### src/hw/rtl/i2ccd_pkg.sv
package i2ccd_pkg;

  // Divisor ranges
  localparam int unsigned SAMPLE_DIV_MAX  = 8;
  localparam int unsigned STEP_DIV_MAX    = 64;
  localparam int unsigned HS_STEP_DIV_MAX = 8;

  // Field widths
  localparam int unsigned CLOCK_W  = 24;
  localparam int unsigned TARGET_W = 16;
  localparam int unsigned SAMPLE_W = 3;
  localparam int unsigned STEP_W   = 6;
  localparam int unsigned RATE_W   = 23;

  // Divider widths: half clock over a divisor product of at most 512
  localparam int unsigned HALF_W = CLOCK_W - 1;
  localparam int unsigned DSR_W  = 10;
  localparam int unsigned CNT_W  = 5;

  // Stream data widths, padded to whole bytes
  localparam int unsigned IN_DATA_W  = 40;
  localparam int unsigned OUT_DATA_W = 40;

  localparam logic [SAMPLE_W-1:0] SAMPLE_LAST = SAMPLE_W'(SAMPLE_DIV_MAX - 1);
  localparam logic [STEP_W-1:0]   STEP_LAST   = STEP_W'(STEP_DIV_MAX - 1);
  localparam logic [STEP_W-1:0]   HS_STEP_LAST = STEP_W'(HS_STEP_DIV_MAX - 1);

  typedef enum logic [2:0] {
    S_IDLE,
    S_LOAD,
    S_WAIT,
    S_EVAL,
    S_DONE
  } state_t;

endpackage

### src/hw/rtl/i2ccd_div.sv
module i2ccd_div (
  input  logic                             clk,
  input  logic                             rst_n,
  input  logic                             start,
  input  logic [i2ccd_pkg::HALF_W-1:0]     dividend,
  input  logic [i2ccd_pkg::DSR_W-1:0]      divisor,
  output logic                             done,
  output logic [i2ccd_pkg::HALF_W-1:0]     quotient
);
  import i2ccd_pkg::*;

  logic [HALF_W-1:0] quo_r, quo_nxt;
  logic [DSR_W-1:0]  rem_r, rem_nxt;
  logic [DSR_W-1:0]  dsr_r, dsr_nxt;
  logic [CNT_W-1:0]  cnt_r, cnt_nxt;
  logic              busy_r, busy_nxt;
  logic              done_r, done_nxt;
  logic [DSR_W:0]    rem_sh;
  logic [DSR_W:0]    rem_sub;
  logic              ge;

  // One restoring step a cycle, quotient bits shift in at the bottom
  always_comb begin
    rem_sh  = {rem_r, quo_r[HALF_W-1]};
    rem_sub = rem_sh - {1'b0, dsr_r};
    ge      = (rem_sh >= {1'b0, dsr_r});
    quo_nxt  = quo_r;
    rem_nxt  = rem_r;
    dsr_nxt  = dsr_r;
    cnt_nxt  = cnt_r;
    busy_nxt = busy_r;
    done_nxt = 1'b0;
    if (start) begin
      quo_nxt  = dividend;
      rem_nxt  = '0;
      dsr_nxt  = divisor;
      cnt_nxt  = '0;
      busy_nxt = 1'b1;
    end else if (busy_r) begin
      quo_nxt = {quo_r[HALF_W-2:0], ge};
      rem_nxt = ge ? rem_sub[DSR_W-1:0] : rem_sh[DSR_W-1:0];
      cnt_nxt = cnt_r + CNT_W'(1);
      if (cnt_r == CNT_W'(HALF_W - 1)) begin
        busy_nxt = 1'b0;
        done_nxt = 1'b1;
      end
    end
  end

  always_ff @(posedge clk) begin
    if (!rst_n) begin
      busy_r <= 1'b0;
      done_r <= 1'b0;
    end else begin
      busy_r <= busy_nxt;
      done_r <= done_nxt;
    end
    quo_r <= quo_nxt;
    rem_r <= rem_nxt;
    dsr_r <= dsr_nxt;
    cnt_r <= cnt_nxt;
  end

  assign done     = done_r;
  assign quotient = quo_r;

endmodule

### src/hw/rtl/i2c_clock_divider_search.sv
// Each request searches 512 divisor pairs, or 64 in high-speed mode; each pair passes
// through load, a run of the shared 23-step restoring divider and evaluation, in turn.
// The next request is taken once the previous result sits in the output register.
// Reset (rst_n low, synchronous) returns the sequencer to idle and drops out_tvalid.
module i2c_clock_divider_search (
  input  logic                                 clk,
  input  logic                                 rst_n,
  input  logic                                 in_tvalid,
  output logic                                 in_tready,
  // [23:0] source_clock, [39:24] target_rate
  input  logic [i2ccd_pkg::IN_DATA_W-1:0]      in_tdata,
  // [0] high_speed
  input  logic                                 in_tuser,
  output logic                                 out_tvalid,
  input  logic                                 out_tready,
  // [2:0] sample_field, [8:3] step_field, [9] high_speed_enable,
  // [32:10] achieved_rate, [39:33] zero
  output logic [i2ccd_pkg::OUT_DATA_W-1:0]     out_tdata,
  // [0] status
  output logic                                 out_tuser
);
  import i2ccd_pkg::*;

  state_t state_r, state_nxt;

  // Request held for the whole search
  logic [HALF_W-1:0]   half_r, half_nxt;
  logic [TARGET_W-1:0] target_r, target_nxt;
  logic                hs_r, hs_nxt;

  // Pair counters, held as divisor minus one
  logic [SAMPLE_W-1:0] s_idx_r, s_idx_nxt;
  logic [STEP_W-1:0]   t_idx_r, t_idx_nxt;

  // Best pair so far
  logic [CLOCK_W-1:0]  best_r, best_nxt;
  logic [SAMPLE_W-1:0] best_s_r, best_s_nxt;
  logic [STEP_W-1:0]   best_t_r, best_t_nxt;
  logic [RATE_W-1:0]   best_rate_r, best_rate_nxt;
  logic                kept_r, kept_nxt;
  logic [RATE_W-1:0]   last_rate_r, last_rate_nxt;

  // Output register
  logic                  out_valid_r, out_valid_nxt;
  logic [OUT_DATA_W-1:0] out_data_r, out_data_nxt;
  logic                  out_user_r, out_user_nxt;

  logic                  div_start;
  logic                  div_done;
  logic [HALF_W-1:0]     div_quo;
  logic [DSR_W-1:0]      div_dsr;
  logic [10:0]           prod;
  logic [STEP_W-1:0]     step_last;
  logic                  last_pair;
  logic                  in_fire;
  logic                  out_free;
  logic [TARGET_W-1:0]   gap;
  logic                  fits;
  logic                  better;
  logic [SAMPLE_W-1:0]   fin_s;
  logic [STEP_W-1:0]     fin_t;
  logic [RATE_W-1:0]     fin_rate;
  logic                  over;

  assign in_fire   = in_tvalid && in_tready;
  assign out_free  = !out_valid_r || out_tready;
  assign step_last = hs_r ? HS_STEP_LAST : STEP_LAST;
  assign last_pair = (s_idx_r == SAMPLE_LAST) && (t_idx_r == step_last);

  // Divisor product s*t, at most 512
  assign prod    = ({8'd0, s_idx_r} + 11'd1) * ({5'd0, t_idx_r} + 11'd1);
  assign div_dsr = prod[DSR_W-1:0];

  // Shortfall test on the fresh quotient
  assign fits   = (div_quo <= {7'd0, target_r});
  assign gap    = target_r - div_quo[TARGET_W-1:0];
  assign better = fits && ({8'd0, gap} < best_r);

  // Fall back to the largest divisors when no pair was kept; the last pair
  // tried is exactly that fallback, so its rate is already at hand
  assign fin_s    = kept_r ? best_s_r : SAMPLE_LAST;
  assign fin_t    = kept_r ? best_t_r : step_last;
  assign fin_rate = kept_r ? best_rate_r : last_rate_r;
  assign over     = (fin_rate > {7'd0, target_r});

  i2ccd_div u_div (
    .clk      (clk),
    .rst_n    (rst_n),
    .start    (div_start),
    .dividend (half_r),
    .divisor  (div_dsr),
    .done     (div_done),
    .quotient (div_quo)
  );

  // Next state
  always_comb begin
    state_nxt = state_r;
    case (state_r)
      S_IDLE: if (in_fire) state_nxt = S_LOAD;
      S_LOAD: state_nxt = S_WAIT;
      S_WAIT: if (div_done) state_nxt = S_EVAL;
      S_EVAL: state_nxt = last_pair ? S_DONE : S_LOAD;
      S_DONE: if (out_free) state_nxt = S_IDLE;
      default: state_nxt = S_IDLE;
    endcase
  end

  // Outputs and datapath
  always_comb begin
    in_tready     = 1'b0;
    div_start     = 1'b0;
    half_nxt      = half_r;
    target_nxt    = target_r;
    hs_nxt        = hs_r;
    s_idx_nxt     = s_idx_r;
    t_idx_nxt     = t_idx_r;
    best_nxt      = best_r;
    best_s_nxt    = best_s_r;
    best_t_nxt    = best_t_r;
    best_rate_nxt = best_rate_r;
    kept_nxt      = kept_r;
    last_rate_nxt = last_rate_r;
    out_valid_nxt = out_valid_r && !out_tready;
    out_data_nxt  = out_data_r;
    out_user_nxt  = out_user_r;
    case (state_r)
      S_IDLE: begin
        in_tready = 1'b1;
        if (in_fire) begin
          // Latch the request and open the search
          half_nxt   = in_tdata[CLOCK_W-1:1];
          target_nxt = in_tdata[CLOCK_W +: TARGET_W];
          hs_nxt     = in_tuser;
          best_nxt   = in_tdata[CLOCK_W-1:0];
          s_idx_nxt  = '0;
          t_idx_nxt  = '0;
          kept_nxt   = 1'b0;
        end
      end
      S_LOAD: div_start = 1'b1;
      S_WAIT: ;
      S_EVAL: begin
        last_rate_nxt = div_quo;
        if (better) begin
          best_nxt      = {8'd0, gap};
          best_s_nxt    = s_idx_r;
          best_t_nxt    = t_idx_r;
          best_rate_nxt = div_quo;
          kept_nxt      = 1'b1;
        end
        // Advance step inner, sample outer
        if (t_idx_r == step_last) begin
          t_idx_nxt = '0;
          s_idx_nxt = s_idx_r + SAMPLE_W'(1);
        end else begin
          t_idx_nxt = t_idx_r + STEP_W'(1);
        end
      end
      S_DONE: begin
        if (out_free) begin
          out_valid_nxt = 1'b1;
          out_user_nxt  = over;
          if (over) begin
            out_data_nxt = '0;
          end else begin
            out_data_nxt = {7'd0, fin_rate, hs_r, fin_t, fin_s};
          end
        end
      end
      default: ;
    endcase
  end

  always_ff @(posedge clk) begin
    if (!rst_n) begin
      state_r     <= S_IDLE;
      out_valid_r <= 1'b0;
    end else begin
      state_r     <= state_nxt;
      out_valid_r <= out_valid_nxt;
    end
    half_r      <= half_nxt;
    target_r    <= target_nxt;
    hs_r        <= hs_nxt;
    s_idx_r     <= s_idx_nxt;
    t_idx_r     <= t_idx_nxt;
    best_r      <= best_nxt;
    best_s_r    <= best_s_nxt;
    best_t_r    <= best_t_nxt;
    best_rate_r <= best_rate_nxt;
    kept_r      <= kept_nxt;
    last_rate_r <= last_rate_nxt;
    out_data_r  <= out_data_nxt;
    out_user_r  <= out_user_nxt;
  end

  assign out_tvalid = out_valid_r;
  assign out_tdata  = out_data_r;
  assign out_tuser  = out_user_r;

endmodule

### config.mk
export PLATFORM = sky130hd
export DESIGN_NAME = i2c_clock_divider_search
export DESIGN_NICKNAME = d
export VERILOG_FILES = /design/src/hw/rtl/i2ccd_pkg.sv /design/src/hw/rtl/i2ccd_div.sv /design/src/hw/rtl/i2c_clock_divider_search.sv
export SDC_FILE = /design/constraint.sdc
export NUM_CORES = 1
export LEC_CHECK = 0
export BUFFER_PORTS_ARGS = -buffer_cell sky130_fd_sc_hd__buf_2
export CAP_MARGIN = 0
export CORE_MARGIN = 2
export CORE_UTILIZATION = 45
export CTS_CLUSTER_DIAMETER = 80
export DETAILED_ROUTE_END_ITERATION = 8
export PLACE_DENSITY = 0.66
export SYNTH_ARGS = -nofsm -noshare
export SYNTH_HDL_FRONTEND = slang
export SYNTH_SLANG_ARGS = --single-unit
export TNS_END_PERCENT = 1
### constraint.sdc
create_clock -name clk -period 12.9 [get_ports clk]
set_input_delay 0.645 -clock clk [delete_from_list [all_inputs] [get_ports clk]]
set_output_delay 0.645 -clock clk [all_outputs]
set_load 0.005 [all_outputs]
* After elaboration in Yosys (flattened, before gate mapping)
Cells that the tools add are included.
** Storage, ports and cells
- Output and inout bits :: 43
- Flip-flop bits (word level) :: 224
- Logic and storage cells :: 98
** Cells by class
- Bitwise operators :: 2
- Eq/ne operators :: 12
- $lt $le $gt $ge :: 4
- $add $sub $neg :: 7
- Multiply operators :: 1
- Reductions and logical operators :: 18
- Muxes and demuxes :: 32
** Operator list (count)
- $mux 23 :: 3
- $mux 24 :: 2
- $pmux 24 s2 :: 1
- $lt 16x24->1 :: 1
- $mux 6 :: 4
- $gt 23x16->1 :: 1
- $le 23x16->1 :: 1
- $mux 3 :: 7
- $sub 16x16->16 :: 1
- $pmux 3 s5 :: 1
- $pmux 6 s2 :: 1
- $ge 11x10->1 :: 1
- $mul 4x7->10 :: 1
- $mux 1 :: 10
- $mux 10 :: 1
- $sub 10x10->10 :: 1
- $reduce_and 3->1 :: 3
- $ne 2x2->1 const B :: 4
- $reduce_and 2->1 :: 4
- $add 6x1->7 const B :: 1
- $add 6x1->6 const B :: 1
- $eq 3x2->1 const B :: 2
- $eq 3x3->1 const B :: 2
- $eq 6x6->1 :: 1
- other kinds (15) :: 21

* Longest topological paths before layout
- Depth in word-level cells :: 5
- Gate-level depth with buffers :: 16

* Cells and area by module
Synthesis repeated with hierarchy kept, for this count alone.
** Second synthesis, totals
- Cells, all modules :: 941
- Area, all modules :: 11409.7 um2
** Modules (own cells, without submodules)
- i2c_clock_divider_search :: seq. area each 4974.8 um2, cells each 722, area each 8828.5 um2, instances 1
- i2ccd_div :: seq. area each 1331.3 um2, cells each 219, area each 2581.2 um2, instances 1

* Worst setup path before layout
Ideal clock, no wire load.
- Kind :: register -> register
- Start point :: register target_r[0]
- End point :: register best_r[0] (enable)
- Stages on the path, launching flop included :: 17
- Setup slack :: 7730 ps
- Path buffers :: 0
- Required time :: 12517 ps
- Data arrival time :: 4787 ps
- Cell sequence :: edfxtp_1 inv_1 ha_1 inv_1 fa_1 a21oi_1 a2bb2oi_2 nor2b_1 a21oi_1 xor2_1 ha_1 a21o_1 a21o_1 a21oi_1 o2111ai_1 a211oi_2 or2_1
** On the way
- Word-level cells in the longest chain between the ends :: 5
- Elaborated cells on any way between the ends :: 6
** Ends and longest elaborated chain
- start, declared :: line i2c_clock_divider_search.sv:28 : logic [TARGET_W-1:0] target_r, target_nxt;
- start signal, assigned :: line i2c_clock_divider_search.sv:184 : target_r <= target_nxt;
- $sub 16x16->16 :: line i2c_clock_divider_search.sv:76 : assign gap = target_r - div_quo[TARGET_W-1:0];
- $lt 16x24->1 :: line i2c_clock_divider_search.sv:77 : assign better = fits && ({8'd0, gap} < best_r);
- $logic_and 1x1->1 (*) :: line i2c_clock_divider_search.sv:77
- $ne 2x2->1 (no source line) (*)
- $reduce_and 3->1 (no source line) (*)
- end signal, assigned :: line i2c_clock_divider_search.sv:188 : best_r <= best_nxt;
- end, declared :: line i2c_clock_divider_search.sv:36 : logic [CLOCK_W-1:0] best_r, best_nxt;
Mark *: on every way between the ends. The rest lies on a longest branch, timed or not.
A chain may end at the register's enable or synchronous reset.

* Final worst setup path
- Start point :: register target_r[0]
- End point :: register best_r[13] (enable)
Same word-level chain as after synthesis.

==> run_results.csv <==
group,metric,value,unit
run_status,status,"finished clean",
setup_path,start_kind,"flop",
timing,fin_crit,4942,ps
die,ioPinCount,88,
timing,tns,0,ps
power,power_switching,0.5954,mW
clock_tree,clockRootBuffer,"clkbuf_16",
placement,dp.cells,1332,
synthesis,ys_seq_area_share,56.38,%
detailed_routing,initialDrtViolationCount,489,
die,fp.dieArea,26130,um2
global_route,grt_max_degree,54,
global_route,grt_pass1_wl,37030,um
power,power.density_cell_area,162.6,nW/um2
timing,clock_skew,13.40,ps
detailed_routing,wire_per_inst,16.77,um
layout,nNetsFinal,1181,
clock_tree,cts.repair.resized,0,
timing,setup_viol,0,
layout,final_area,12750,um2
clock_tree,numCtsBuffers,24,
detailed_routing,top_layer_used,"met4",
power,swShare,28.73,%
clock_tree,cts.clk_slew.worst_paths,60,ps
layout,finalNonFillerCells,1375,
synthesis,synth_top_cell_area_share,52.62,%
placement,placement.cell_area,11930,um2
detailed_routing,first_pass_iters,5,
layout,diodes,0,
timing,worst_pin_slew,1086,ps
detailed_routing,wl_met3,1242,um
power,combPwrFrac,23.0,%
synthesis,netlist_top_cells_area,"edfxtp_1 (53%), ha_1 (10%), dfxtp_1 (3.8%)",
global_route,antenna_found_initial,0,
timing,slew_violations,0,
setup_path,cp-end-kind,"flop",
clock_tree,cts_sinks,217,
placement,numPortBuffers,80,
detailed_routing,wl_met2,9652,um
min_path,hold_path.class,"primary input to flop",
job,cap_violations,0,
die,die_y,161.7,um
setup_path,required,13030,ps
detailed_routing,wl_met1,11850,um
layout,syn_to_final_growth,13.99,%
timing,final-hold-violation-count,0,
power,peakVddDrop,0.1071,mV
synthesis,synth.distinct_cells,71,
timing,maxSlewHeadroom,27.50,%
die,core-area,24390,um2
clock_tree,h-tree-depth,1,
detailed_routing,via_per_inst,5.134,
synthesis,ys_warn_count,0,
power,power_frac_seq,42.9,%
timing,hold_ws,303.5,ps
global_route,gr-total-overflow,0,
synthesis,async_flop_share,0,%
detailed_routing,drc,0,
setup_path,worstPathMaxFanout,33,
power,pwr-share-clk,34.1,%
synthesis,ys_ff_latch,217,
setup_path,path_class,"flop to flop",
placement,place_congestion,0.8771,
synthesis,ys.flop_type,"edfxtp_1",
global_route,grt_pass1_vias,6861,
clock_tree,clock_latency,520,ps
placement,post-dp-hpwl,16460,um
synthesis,netlist_area,11190,um2
clock_tree,cts_tree,"yes",
layout,drive_gt1_share,15.41,%
synthesis,syn_area_per_cell,11.90,um2
synthesis,synth_edf_count,196,
setup_path,arrival,5070,ps
timing,clock.fmax,0.2023,GHz
timing,rsz0062_at_grt,"false",
layout,fin_util,52.28,%
clock_tree,cts_setup_buffers,0,
synthesis,synth_top_cell_by_area,"edfxtp_1",
detailed_routing,drtAntennaViolNets,0,
clock_tree,clock_path_buffers,3,
detailed_routing,wirelength,23050,um
clock_tree,holdBufCountCts,0,
detailed_routing,via_count,7059,
power,power.leakage,5.131,nW
timing,finalCritPeriodShare,38.31,%
synthesis,syn_inst,940,
global_route,grt_usage,18.02,%
synthesis,synth_commonest_cells,"edfxtp_1 (196), nand2_1 (106), ha_1 (90)",
die,rows,57,
die,initial_core_util,45.86,%
synthesis,post-synth-top-count-cell,"edfxtp_1",
die,die_w,161.7,um
power,intPower,1.477,mW
[per-stage QoR]
| step | setup slack, ps | total power [mW] |
|---|---|---|
| after detailed placement | 7950 | 1.377 |
| after global placement | 8113 | 1.368 |
| final | 7958 | 2.073 |
| after CTS | 7920 | 2.089 |
| after floorplan | 7730 | 1.259 |
| after global routing | 7558 | 2.191 |
[state kept, by name, summed over array words and instances (netlist names)]
name            count
half_r             23
s_idx_r             3
u_div.quotient     23
best_r             24
hs_r                1
out_tdata          33
best_t_r            6
u_div.rem_r        10
out_tuser           1
u_div.dsr_r        10
last_rate_r        23
u_div.busy_r        1
target_r           16
best_rate_r        23
out_tvalid          1
u_div.done          1
state_r             3
t_idx_r             6
u_div.cnt_r         5
kept_r              1
best_s_r            3
[cell usage in the layout (no fill, tap or decap), types with 26 or more instances in the layout]
| master | count |
|---|---|
| nand2_1 | 106 |
| nor2_1 | 60 |
| clkbuf_16 | 26 |
| inv_1 | 83 |
| o21ai_0 | 39 |
| ha_1 | 90 |
| a21oi_1 | 32 |
| edfxtp_1 | 196 |
| buf_2 | 80 |
| nor3_1 | 26 |
[worst paths after layout]
check / slack [ps] / to / startpoint / depth (start not counted)
max reg2reg: 7960 / best_r[13]$_DFFE_PP_ / target_r[0]$_DFFE_PP_ / 16
min reg2reg: 490 / u_div.done$_SDFF_PP0_ / u_div.cnt_r[4]$_SDFFE_PP0P_ / 2
min: 300 / target_r[14]$_DFFE_PP_ / in_tdata[38] / 1
max: 7960 / best_r[13]$_DFFE_PP_ / target_r[0]$_DFFE_PP_ / 16
[final cells by class]
type | instances | area [um2]
fill | 2155 | 11640
sequential | 217 | 6306
multi-input combinational | 620 | 4449
clock buffer | 33 | 696.9
timing repair buffer | 87 | 452.9
tap | 324 | 405.4
inverter | 84 | 315.3
clock inverter | 10 | 125.1
[cell families (layout without fill, tap and decap cells)]
| kind of cell | after synthesis | in the layout | synth area share (%) |
|---|---|---|---|
| multiplexers | 31 | 31 | 2.964 |
| AND/OR/NAND/NOR | 294 | 294 | 12.56 |
| AO/OA/AOI/OAI | 142 | 142 | 8.602 |
| flip-flops | 217 | 217 | 56.38 |
| XOR/XNOR | 37 | 37 | 2.897 |
| other | 1 | 14 | 0.03352 |
| adder cells (fa/ha/maj) | 102 | 102 | 12.21 |
| buffers and inverters | 116 | 214 | 4.351 |
[power by group through the flow]
stage               logic (mW)  clock network, mW  registers [mW]
CTS                      0.478              0.722           0.889
global route             0.545              0.749           0.897
finish                   0.476              0.707           0.889
detailed placement       0.474                  0           0.903
global placement         0.466                  0           0.901
floorplan                0.376                  0           0.883
[worst max-delay path, stage by stage (launching register included)]
cell       delay [ps]
edfxtp_1          430
inv_1              80
ha_1              170
inv_1              60
fa_1              400
a21oi_1           270
a2bb2oi_2         200
nand4bb_2         160
a311oi_2          240
xnor2_1           200
ha_1              300
a21o_1            170
a21oi_1           150
o2111ai_1         170
a211oi_4          220
buf_4             450
or2_1             870
[routing by layer]
layer,vias up,track usage [%]
met5,-,0
met4,0,3.741
met3,26,2.426
met2,167,26.83
met1,3354,28.25
li1,3512,-
Note: power is estimated with default switching activity, not from simulation.
